File: config.mk
export PLATFORM = sky130hd
export DESIGN_NAME = register_rename_reorder_buffer
export DESIGN_NICKNAME = d
export VERILOG_FILES = /design/src/design/rrrob_pkg.sv /design/src/design/rrrob_map.sv /design/src/design/rrrob_buf.sv /design/src/design/register_rename_reorder_buffer.sv
export SDC_FILE = /design/constraint.sdc
export NUM_CORES = 2
export LEC_CHECK = 0
export BUFFER_PORTS_ARGS = -buffer_cell sky130_fd_sc_hd__buf_2
export CAP_MARGIN = 40
export CORE_AREA = 2 2 456 413
export DETAILED_ROUTE_END_ITERATION = 16
export DIE_AREA = 0 0 458 415
export PLACE_DENSITY_LB_ADDON = 0.05
export SYNTH_ARGS = -nofsm -noshare
export SYNTH_HDL_FRONTEND = slang
export SYNTH_SLANG_ARGS = --single-unit
File: constraint.sdc
create_clock -name clk -period 5.4 [get_ports clk]
set_clock_uncertainty 0.05 [all_clocks]
set_input_delay 0.54 -clock clk [delete_from_list [all_inputs] [get_ports clk]]
set_output_delay 0.54 -clock clk [all_outputs]
set_load 0.05 [all_outputs]
File: src/design/rrrob_pkg.sv
// Package: shared types and constants of the register rename reorder buffer.
package rrrob_pkg;

	localparam int BufferDepthDef = 64;
	localparam int ArchRegsDef    = 128;

	typedef enum logic [1:0] {
		OP_RENAME   = 2'd0,
		OP_COMPLETE = 2'd1,
		OP_RETIRE   = 2'd2,
		OP_NONE     = 2'd3
	} op_t;

	typedef enum logic [1:0] {
		ST_DONE     = 2'd0,
		ST_FULL     = 2'd1,
		ST_NOT_RDY  = 2'd2,
		ST_NOT_USED = 2'd3
	} status_t;

	typedef enum logic [1:0] {
		FSM_IDLE = 2'd0,
		FSM_READ = 2'd1,
		FSM_LOOK = 2'd2,
		FSM_EXEC = 2'd3
	} fsm_t;

endpackage

File: src/design/rrrob_map.sv
// Map table: per-register valid bits and a tag memory with two read ports.
module rrrob_map #(
	parameter int ArchRegs = rrrob_pkg::ArchRegsDef,
	parameter int TagW     = $clog2(rrrob_pkg::BufferDepthDef)
) (
	input  logic                        clk,
	input  logic                        arst_n,
	input  logic [$clog2(ArchRegs)-1:0] rd_a,
	input  logic [$clog2(ArchRegs)-1:0] rd_b,
	output logic                        vld_a,
	output logic                        vld_b,
	output logic [TagW-1:0]             tag_a,
	output logic [TagW-1:0]             tag_b,
	input  logic                        set_en,
	input  logic [$clog2(ArchRegs)-1:0] set_reg,
	input  logic [TagW-1:0]             set_tag,
	input  logic                        clr_en,
	input  logic [$clog2(ArchRegs)-1:0] clr_reg
);
	logic [TagW-1:0]     mem [ArchRegs];
	logic [ArchRegs-1:0] valid_q;

	// Tag memory: registered reads
	always_ff @(posedge clk) begin
		if (set_en) begin
			mem[set_reg] <= set_tag;
		end
		tag_a <= mem[rd_a];
		tag_b <= mem[rd_b];
	end

	// Valid bits
	always_ff @(posedge clk or negedge arst_n) begin
		if (!arst_n) begin
			valid_q <= '0;
		end else begin
			if (clr_en) begin
				valid_q[clr_reg] <= 1'b0;
			end
			if (set_en) begin
				valid_q[set_reg] <= 1'b1;
			end
		end
	end

	always_ff @(posedge clk) begin
		vld_a <= valid_q[rd_a];
		vld_b <= valid_q[rd_b];
	end
endmodule

File: src/design/rrrob_buf.sv
// Reorder buffer entries: busy/done flags and destination memory.
module rrrob_buf #(
	parameter int Depth = rrrob_pkg::BufferDepthDef,
	parameter int RegW  = $clog2(rrrob_pkg::ArchRegsDef)
) (
	input  logic                     clk,
	input  logic                     arst_n,
	input  logic [$clog2(Depth)-1:0] rd_a,
	input  logic [$clog2(Depth)-1:0] rd_b,
	output logic                     busy_a,
	output logic                     done_a,
	output logic                     busy_b,
	output logic                     done_b,
	input  logic [$clog2(Depth)-1:0] rd_h,
	output logic                     hd_h,
	output logic [RegW-1:0]          dreg_h,
	input  logic                     alloc_en,
	input  logic [$clog2(Depth)-1:0] alloc_idx,
	input  logic                     alloc_hd,
	input  logic [RegW-1:0]          alloc_reg,
	input  logic                     done_en,
	input  logic [$clog2(Depth)-1:0] done_idx,
	input  logic                     free_en,
	input  logic [$clog2(Depth)-1:0] free_idx
);
	logic [RegW:0]    dmem [Depth];
	logic [Depth-1:0] busy_q;
	logic [Depth-1:0] done_q;

	// Destination memory
	always_ff @(posedge clk) begin
		if (alloc_en) begin
			dmem[alloc_idx] <= {alloc_hd, alloc_reg};
		end
		{hd_h, dreg_h} <= dmem[rd_h];
	end

	// Entry flags
	always_ff @(posedge clk or negedge arst_n) begin
		if (!arst_n) begin
			busy_q <= '0;
			done_q <= '0;
		end else begin
			if (done_en) begin
				done_q[done_idx] <= 1'b1;
			end
			if (free_en) begin
				busy_q[free_idx] <= 1'b0;
				done_q[free_idx] <= 1'b0;
			end
			if (alloc_en) begin
				busy_q[alloc_idx] <= 1'b1;
				done_q[alloc_idx] <= 1'b0;
			end
		end
	end

	// Registered flag reads
	always_ff @(posedge clk) begin
		busy_a <= busy_q[rd_a];
		done_a <= done_q[rd_a];
		busy_b <= busy_q[rd_b];
		done_b <= done_q[rd_b];
	end
endmodule

File: src/design/register_rename_reorder_buffer.sv
// Top level: register rename map with a circular reorder buffer.
// One word is handled at a time. It is captured when accepted; the next cycle
// reads the map at both sources and the destination memory at the head; the
// cycle after reads the entry flags of the looked-up tags (or of done_tag or
// the head) and, for a retire, the map at the head's destination; the execute
// cycle writes back and loads the result register. The result turns valid in
// the same cycle as the input opens again; the two dependent synchronous memory
// reads set the length of this sequence. A result held by out_stall keeps the
// following word in its write-back cycle until the output register frees. The
// entry count written through cfg_wdata sets the wrap point of head and tail
// (0 acts as 1, above the depth as the depth); write it only while no word is
// in flight. ARCH_REGS is taken as a power of two.
module register_rename_reorder_buffer #(
	parameter int BUFFER_DEPTH = rrrob_pkg::BufferDepthDef,
	parameter int ARCH_REGS    = rrrob_pkg::ArchRegsDef
) (
	input  logic        clk,
	input  logic        arst_n,
	input  logic        cfg_we,
	input  logic [6:0]  cfg_wdata,
	input  logic        in_valid,
	output logic        in_stall,
	input  logic [1:0]  op,
	input  logic        dest_present,
	input  logic [6:0]  dest_reg,
	input  logic        src1_present,
	input  logic [6:0]  src1_reg,
	input  logic        src2_present,
	input  logic [6:0]  src2_reg,
	input  logic [5:0]  done_tag,
	output logic        out_valid,
	input  logic        out_stall,
	output logic [1:0]  status,
	output logic [5:0]  tag,
	output logic        src1_from_buffer,
	output logic [5:0]  src1_tag,
	output logic        src1_avail,
	output logic        src2_from_buffer,
	output logic [5:0]  src2_tag,
	output logic        src2_avail,
	output logic        retired_has_dest,
	output logic [6:0]  retired_dest_reg
);
	import rrrob_pkg::*;

	localparam int PW = $clog2(BUFFER_DEPTH);
	localparam int RW = $clog2(ARCH_REGS);

	fsm_t          state_q, state_d;
	logic [6:0]    entries_q;
	logic [PW-1:0] head_q, tail_q, size_m1, head_nx, tail_nx;
	logic          full_q;

	op_t           op_s1;
	logic          dp_s1, s1p_s1, s2p_s1;
	logic [RW-1:0] dr_s1, r1_s1, r2_s1;
	logic [5:0]    dt_s1;

	logic          v1, v2;
	logic [PW-1:0] t1, t2;
	logic          b1, d1, b2, d2, hdh;
	logic [RW-1:0] drh;

	logic [RW-1:0] map_rd_a;
	logic [PW-1:0] flag_rd_a;
	logic          accept, commit, out_free, ovalid_q;
	logic          alloc_en, done_en, free_en, clr_en;
	logic          dt_ok;
	logic [PW-1:0] dt_idx;
	logic          src1_hit, src2_hit;

	assign accept   = in_valid && !in_stall;
	assign out_free = !ovalid_q || !out_stall;
	assign out_valid = ovalid_q;

	// Active size minus one, clamped
	always_comb begin
		if (entries_q == 7'd0) begin
			size_m1 = '0;
		end else if (32'(entries_q) > BUFFER_DEPTH) begin
			size_m1 = PW'(BUFFER_DEPTH - 1);
		end else begin
			size_m1 = PW'(entries_q - 7'd1);
		end
	end

	assign tail_nx = (tail_q >= size_m1) ? '0 : tail_q + PW'(1);
	assign head_nx = (head_q >= size_m1) ? '0 : head_q + PW'(1);

	// Sequencer state
	always_ff @(posedge clk or negedge arst_n) begin
		if (!arst_n) begin
			state_q <= FSM_IDLE;
		end else begin
			state_q <= state_d;
		end
	end

	// Next state; write-back waits for a free output register unless the op is OP_NONE
	always_comb begin
		state_d  = state_q;
		in_stall = 1'b1;
		commit   = 1'b0;
		unique case (state_q)
			FSM_IDLE: begin
				in_stall = 1'b0;
				if (in_valid) state_d = FSM_READ;
			end
			FSM_READ: state_d = FSM_LOOK;
			FSM_LOOK: state_d = FSM_EXEC;
			FSM_EXEC: begin
				if (op_s1 == OP_NONE || out_free) begin
					commit  = 1'b1;
					state_d = FSM_IDLE;
				end
			end
			default:  state_d = FSM_IDLE;
		endcase
	end

	// Input capture
	always_ff @(posedge clk) begin
		if (accept) begin
			op_s1  <= op_t'(op);
			dp_s1  <= dest_present;
			dr_s1  <= RW'(dest_reg);
			s1p_s1 <= src1_present;
			r1_s1  <= RW'(src1_reg);
			s2p_s1 <= src2_present;
			r2_s1  <= RW'(src2_reg);
			dt_s1  <= done_tag;
		end
	end

	// Complete tag range check
	assign dt_ok  = (32'(dt_s1) < BUFFER_DEPTH);
	assign dt_idx = PW'(dt_s1);

	// Map port a serves source 1, or the head's destination on retire
	assign map_rd_a = (op_s1 == OP_RETIRE) ? drh : r1_s1;

	// Flag port a: source 1 producer, done_tag or head
	always_comb begin
		case (op_s1)
			OP_COMPLETE: flag_rd_a = dt_idx;
			OP_RETIRE:   flag_rd_a = head_q;
			default:     flag_rd_a = t1;
		endcase
	end

	rrrob_map #(.ArchRegs(ARCH_REGS), .TagW(PW)) u_map (
		.clk, .arst_n,
		.rd_a(map_rd_a), .rd_b(r2_s1),
		.vld_a(v1), .vld_b(v2),
		.tag_a(t1), .tag_b(t2),
		.set_en(alloc_en && dp_s1), .set_reg(dr_s1), .set_tag(tail_q),
		.clr_en, .clr_reg(drh)
	);

	rrrob_buf #(.Depth(BUFFER_DEPTH), .RegW(RW)) u_buf (
		.clk, .arst_n,
		.rd_a(flag_rd_a), .rd_b(t2),
		.busy_a(b1), .done_a(d1), .busy_b(b2), .done_b(d2),
		.rd_h(head_q), .hd_h(hdh), .dreg_h(drh),
		.alloc_en, .alloc_idx(tail_q), .alloc_hd(dp_s1), .alloc_reg(dr_s1),
		.done_en, .done_idx(dt_idx),
		.free_en, .free_idx(head_q)
	);

	// Write-back decisions in the execute cycle
	always_comb begin
		alloc_en = commit && (op_s1 == OP_RENAME) && !full_q;
		done_en  = commit && (op_s1 == OP_COMPLETE) && dt_ok && b1;
		free_en  = commit && (op_s1 == OP_RETIRE) && b1 && d1;
		clr_en   = free_en && hdh && v1 && (t1 == head_q);
	end

	assign src1_hit = s1p_s1 && v1;
	assign src2_hit = s2p_s1 && v2;

	// Configuration, pointers and output valid
	always_ff @(posedge clk or negedge arst_n) begin
		if (!arst_n) begin
			entries_q <= 7'd64;
			head_q    <= '0;
			tail_q    <= '0;
			full_q    <= 1'b0;
			ovalid_q  <= 1'b0;
		end else begin
			if (cfg_we) begin
				entries_q <= cfg_wdata;
			end
			if (alloc_en) begin
				tail_q <= tail_nx;
				if (tail_nx == head_q) begin
					full_q <= 1'b1;
				end
			end
			if (free_en) begin
				head_q <= head_nx;
				full_q <= 1'b0;
			end
			if (commit && op_s1 != OP_NONE) begin
				ovalid_q <= 1'b1;
			end else if (!out_stall) begin
				ovalid_q <= 1'b0;
			end
		end
	end

	// Result fields
	always_ff @(posedge clk) begin
		if (commit && op_s1 != OP_NONE) begin
			status           <= ST_DONE;
			tag              <= '0;
			src1_from_buffer <= 1'b0;
			src1_tag         <= '0;
			src1_avail       <= 1'b0;
			src2_from_buffer <= 1'b0;
			src2_tag         <= '0;
			src2_avail       <= 1'b0;
			retired_has_dest <= 1'b0;
			retired_dest_reg <= '0;
			case (op_s1)
				OP_RENAME: begin
					if (full_q) begin
						status <= ST_FULL;
					end else begin
						tag              <= 6'(tail_q);
						src1_from_buffer <= src1_hit;
						src1_tag         <= src1_hit ? 6'(t1) : 6'd0;
						src1_avail       <= !src1_hit || !b1 || d1;
						src2_from_buffer <= src2_hit;
						src2_tag         <= src2_hit ? 6'(t2) : 6'd0;
						src2_avail       <= !src2_hit || !b2 || d2;
					end
				end
				OP_COMPLETE: begin
					tag    <= dt_s1;
					status <= (dt_ok && b1) ? ST_DONE : ST_NOT_USED;
				end
				OP_RETIRE: begin
					tag <= 6'(head_q);
					if (!(b1 && d1)) begin
						status <= ST_NOT_RDY;
					end else begin
						retired_has_dest <= hdh;
						retired_dest_reg <= hdh ? 7'(drh) : 7'd0;
					end
				end
				default: ;
			endcase
		end
	end

`ifndef ASSERT_OFF
	a_out_hold: assert property (@(posedge clk) disable iff (!arst_n)
		(out_valid && out_stall) |=> (out_valid && $stable(status) && $stable(tag)))
		else $error("stalled result word changed");
	a_one_wr: assert property (@(posedge clk) disable iff (!arst_n)
		$onehot0({alloc_en, done_en, free_en}))
		else $error("two writes in one cycle");
	a_clr: assert property (@(posedge clk) disable iff (!arst_n)
		clr_en |-> free_en)
		else $error("unmap without retire");
	a_full_ptr: assert property (@(posedge clk) disable iff (!arst_n)
		full_q |-> (head_q == tail_q))
		else $error("full with head and tail apart");
`endif
endmodule
; Word-level counts from Yosys, hierarchy flattened
; Memories as Yosys holds them, arrays and structs flattened. A register that Yosys moved wholly into a read port is not among the register bits.
; Index checks and enable logic that the tools add are counted.
[classes]
n_addsub = 3
order_cmp = 17
eq_ne = 12
mux = 56
n_bitwise = 13
reduce_logical = 46
[ops]
columns = operator, count
row1 = two-way mux 64 bit, 5
row2 = two-way mux 128 bit, 2
row3 = bitwise AND 64 bit, 3
row4 = bitwise AND 128 bit, 1
row5 = NOT 128 bit, 1
row6 = NOT 64 bit, 2
row7 = OR 128 bit, 1
row8 = OR 64 bit, 2
row9 = less-than comparator 6 x 7 -> 1 bit (second input constant), 5
row10 = less-than comparator 7 x 8 -> 1 bit (second input constant), 4
row11 = two-way mux 6 bit, 5
row12 = binary-select mux 1 bit (select 6 bit), 4
row13 = two-way mux 1 bit, 24
row14 = logical AND 1 bit, 21
row15 = demux 1 bit (select 6 bit), 3
row16 = >= comparator 6 x 1 -> 1 bit (second input constant), 3
row17 = one-hot mux 6 bit (3 select lines), 1
row18 = binary-select mux 1 bit (select 7 bit), 2
row19 = demux 1 bit (select 7 bit), 2
row20 = >= comparator 7 x 1 -> 1 bit (second input constant), 2
row21 = adder 6 x 1 -> 6 bit (second input constant), 2
row22 = equality test 6 bit, 2
row23 = >= comparator 6 bit, 2
row24 = one-hot mux 6 bit (2 select lines), 1
row25 = 20 further kinds, 47
[word_totals]
reg_bits = 349
ram_bits = 1280
input_bits = 44
output_inout_bits = 34
word_cells = 182
n_memories = 2
[memory_table]
columns = name, depth, word_bits, read_ports, rd_clocked_by_memory_dff, write_ports, line
row1 = u_map.mem, 128, 6, 2, 2, 1, rrrob_map.sv:20  ; logic [TagW-1:0] mem [ArchRegs];
row2 = u_buf.dmem, 64, 8, 1, 1, 1, rrrob_buf.sv:26  ; logic [RegW:0] dmem [Depth];

; Depth between registers and ports, before layout
[depth]
word_depth = 14
mapped_depth = 14

; Hierarchy
; A second synthesis with hierarchy kept.
[hier_totals]
cells_unflattened = 4173
hier_area_um2 = 74745.4
[modules_own_cells]
columns = mod, n_inst, cells_each, area_per_inst_um2
row1 = rrrob_map, 1, 2156, 42902.4
row2 = rrrob_buf, 1, 1658, 27601.5
row3 = register_rename_reorder_buffer, 1, 359, 4241.6

; Least setup slack after synthesis
; No wires, ideal clock.
[synth_timing]
kind = register to register
start = register tail_q[0]
end = register full_q
setup_ns = 0.065
t_arrival_ns = 3.784
t_required_ns = 5.285
setup_slack_ns = 1.500
stages_incl_launch_ff = 10
path_buffers = 0
synth_period_minus_slack_ns = 3.900
cell_sequence = dfrtp_1 -> inv_1 -> ha_1 -> nand2b_1 -> a21oi_1 -> o21ai_0 -> a21oi_1 -> o21ai_0 -> a2111oi_0 -> o21a_1
[synth_via]
elab_chain_cells = 5
[synth_lines]
columns = item, line
row1 = start: declaration, register_rename_reorder_buffer.sv:51  ; logic [PW-1:0] head_q, tail_q, size_m1, head_nx, tail_nx;
row2 = start signal: assignment, register_rename_reorder_buffer.sv:194  ; tail_q <= tail_nx;
row3 = adder 6 x 1 -> 6 bit or >= comparator 6 bit (tied branches), register_rename_reorder_buffer.sv:87  ; assign tail_nx = (tail_q >= size_m1) ? '0 : tail_q + PW'(1);
row4 = two-way mux 6 bit *, register_rename_reorder_buffer.sv:87
row5 = equality test 6 bit *, register_rename_reorder_buffer.sv:195  ; if (tail_nx == head_q) begin
row6 = nonzero test 2 bit (no source line) *, --
row7 = AND reduction 2 bit (no source line) *, --
row8 = end signal: assignment, register_rename_reorder_buffer.sv:187  ; full_q <= 1'b0;
row9 = end signal: assignment, register_rename_reorder_buffer.sv:196  ; full_q <= 1'b1;
row10 = end signal: assignment, register_rename_reorder_buffer.sv:201  ; full_q <= 1'b0;
row11 = end: declaration, register_rename_reorder_buffer.sv:52  ; logic full_q;
; Mark *: on every way between the ends. The rest lies on a longest branch, timed or not.
; A chain may end at the register's enable or synchronous reset.

; Worst setup path after layout
[layout_timing]
start = register op_s1[0]
end = register u_map.tag_a[4] (read register of u_map.mem)
[layout_via]
elab_chain_cells = 2
[layout_lines]
columns = item, line
row1 = start: declaration, register_rename_reorder_buffer.sv:54  ; op_t op_s1;
row2 = start signal: assignment, register_rename_reorder_buffer.sv:124  ; op_s1 <= op_t'(op);
row3 = equality test 2 bit, register_rename_reorder_buffer.sv:140  ; assign map_rd_a = (op_s1 == OP_RETIRE) ? drh : r1_s1;
row4 = two-way mux 7 bit, register_rename_reorder_buffer.sv:140
row5 = end: declaration, rrrob_map.sv:12  ; output logic [TagW-1:0] tag_a,
; Every way passes these cells.

==> impl_metrics.ini <==
[timing]
final_hold_viol_count = 0
period_needed_ps = 4685
min_period_over_period_pct = 86.75
slew-limit-headroom_pct = 29.68
final-max-slew-violation-count = 0
setup_slack_ps = 715.5
tns_ps = 0
grt_setup_unrepaired = false
setup_viol = 0
fmax_mhz = 213.5
worstMarginPinSlew_ps = 1055
timing.hold.ws_ps = 237.2

[synthesis]
seq_area_frac_synth_pct = 65.01
synthXorXnorAreaFrac_pct = 0.1784
syn_area_mm2 = 0.07363
synth-compound-area-share_pct = 9.551
muxShareOfSynthArea_pct = 16.90
synth.yosys.warnings = 0
synth_top_family_by_area = multiplexers
synth_seq_cells = 1649
avgSynthCellArea_um2 = 15.18
synth.distinct_cells = 62
synthAdderAreaFrac_pct = 0.4384
syn_nets = 4918
synth-simple-area-share_pct = 5.702
synth_cells = 4849
synth-edff-count = 1344
postSynth.asyncResetShare_pct = 16.92
ys.flop_type = edfxtp_1

[worst_setup_path]
crit_type = reg2reg
end_kind = flop
required_ps = 6050
cp_max_fo = 47
startpoint_type = flop
crit_arrival_ps = 5330

[floorplan]
die-area_mm2 = 0.1901
rows = 150
core-area_mm2 = 0.1851
die_h_um = 415
start_util_pct = 39.79
dieWidth_um = 458
io_pins = 78

[route]
drt-pass1-iter-count = 6
routed_wl_um = 266600
via_per_inst = 6.336
drc = 0
wire_per_inst_um = 34.74
postRouteAntennaNets = 0
drt_iter0_markers = 6507
vias = 48622

[clock_network]
clock_sinks = 1649
cts_htree_levels = 4
cts-resized-gates = 0
cts_buffers = 183
clockRootBuffer = clkbuf_16
path_clk_slew_ps = 60
clock_path_buffers = 3
cts_tree = done
clk_latency_ps = 860

[cells_and_area]
layout_common_cells = edfxtp_1, mux4_2, o21ai_0
multi_input_area_mm2 = 0.02434
regArea_mm2 = 0.04789
n_fill_cell = 16110
nets = 5147
areaGrowthSynthToFinish_pct = 15.95
largestRegisters = u_map.mem: 768 flops, u_buf.dmem: 512 flops, u_map.valid_q: 128 flops
largest_reg_flops = 768
max_flop_register = u_map.mem
layout-drive-gt1-share_pct = 21.88
finalCoreUtilization_pct = 46.13
final_common_cell = edfxtp_1

[place]
port_buffers = 77
dp_hpwl_um = 172700
post-place-ws_ps = 883.4
gp_congestion = 0.9117

[power]
ir_worst_vdd_mv = 0.2505
cellLeakagePower_nw = 29.20
power_mw = 34.94
p_seq_share_pct = 44.1
power_density_mw_per_mm2 = 409.3
intPower_mw = 24.50
power_frac_comb_pct = 18.8
pwr-share-clk_pct = 37.1
switching_share_pct = 29.87
power.switching_mw = 10.44

[global_route]
grt_pass1_wl_um = 374200
grt_overflow = 0
antenna_found_initial = 19
grt_usage_pct = 27.69
grt_pass1_vias = 46676
grt_start_max_net_pins = 115

[hold_path]
min_path_type = in2async

[run_status]
status = finished clean

[job]
cap_violations = 0
-- cell usage after synthesis, types with 15 or more instances --
cell | number | area (um^2)
edfxtp_1 | 1344 | 40360
mux4_2 | 459 | 10340
o21ai_0 | 393 | 1967
nand2_1 | 332 | 1246
nor2_1 | 306 | 1149
dfrtp_1 | 278 | 6957
clkbuf_1 | 263 | 987.2
a21oi_1 | 216 | 1081
a22oi_1 | 209 | 1569
mux2i_1 | 190 | 1902
nor3_1 | 99 | 495.5
o22ai_1 | 72 | 450.4
buf_2 | 58 | 290.3
nor4_1 | 53 | 331.6
nand3_1 | 50 | 250.2
buf_1 | 44 | 165.2
a31oi_1 | 42 | 262.8
a221oi_1 | 34 | 297.8
a22o_1 | 34 | 297.8
o221ai_1 | 30 | 262.8
a211oi_1 | 26 | 195.2
dfxtp_1 | 26 | 520.5
ha_1 | 25 | 312.8
inv_1 | 24 | 90.09
a41oi_1 | 22 | 192.7
and2_1 | 20 | 125.1
o21ai_1 | 20 | 100.1
mux2_2 | 17 | 191.4
nand4_1 | 15 | 93.84
nor2b_1 | 15 | 93.84
-- cells by family (layout without fill, tap and decap cells) --
logic type | Yosys count | in the layout
other | 0 | 4
adder cells (fa/ha/maj) | 26 | 26
AO/OA/AOI/OAI | 1142 | 1142
flip-flops | 1649 | 1649
multiplexers | 667 | 667
XOR/XNOR | 15 | 15
AND/OR/NAND/NOR | 948 | 948
buffers and inverters | 402 | 791
-- metal layers --
layer / part of all wire [%] / global-route usage, %
met5: 0.029 / 0
met4: 2.3 / 6.640
met3: 9.1 / 5.939
met2: 42 / 38.40
met1: 47 / 43.91
-- worst paths after layout --
path / cells past startpoint / from / slack, ps / to
min in group clk: 2 / dest_reg[6] / 350 / dr_s1[6]
max: 9 / op_s1[0] / 720 / u_map.tag_a[4]
min: 2 / arst_n / 240 / u_buf.busy_q[1]
min reg2reg: 2 / u_map.valid_q[122] / 480 / u_map.valid_q[122]
max reg2reg: 9 / op_s1[0] / 720 / u_map.tag_a[4]
max in group asynchronous: 3 / arst_n / 3860 / u_map.valid_q[115]
-- worst max-delay path, stage by stage, from the launching register on --
cell	delay (ps)
edfxtp_1	440
inv_1	120
ha_2	750
mux2_8	680
buf_4	330
mux4_2	580
o22ai_1	820
nor3_1	320
nand2_1	170
a31oi_1	90
-- area by class of cell --
class                           count  share of cell area [%]
Antenna cell                        4                 0.01173
Tap cell                         2432                   3.565
Clock inverter                     97                   1.422
Sequential cell                  1649                   56.10
Timing Repair Buffer              422                   4.510
Clock buffer                      248                   5.781
Inverter                           24                  0.1055
Multi-Input combinational cell   2798                   28.51
-- what timing repair did --
action                    CTS  global route
setup buffers               0             0
hold endpoints to repair  114             0
hold buffers               52             0
-- power by group through the flow --
stage | combinational (mW) | sequential, mW | clock, mW
detailed placement | 6.48 | 15.7 | 0
global route | 6.86 | 15.4 | 13.7
finish | 6.55 | 15.4 | 13.0
CTS | 6.52 | 15.4 | 13.2
global placement | 6.18 | 15.8 | 0
floorplan | 3.21 | 15.8 | 0
-- metrics by stage --
stage          area (um^2)  std cells
2_1_floorplan        73630       4849
5_1_grt              85360       7673
3_3_place_gp         77950       7223
3_5_place_dp         78670       7271
6_report             85370       7674
4_1_cts              85340       7668
(Power assumes the default switching activity.)
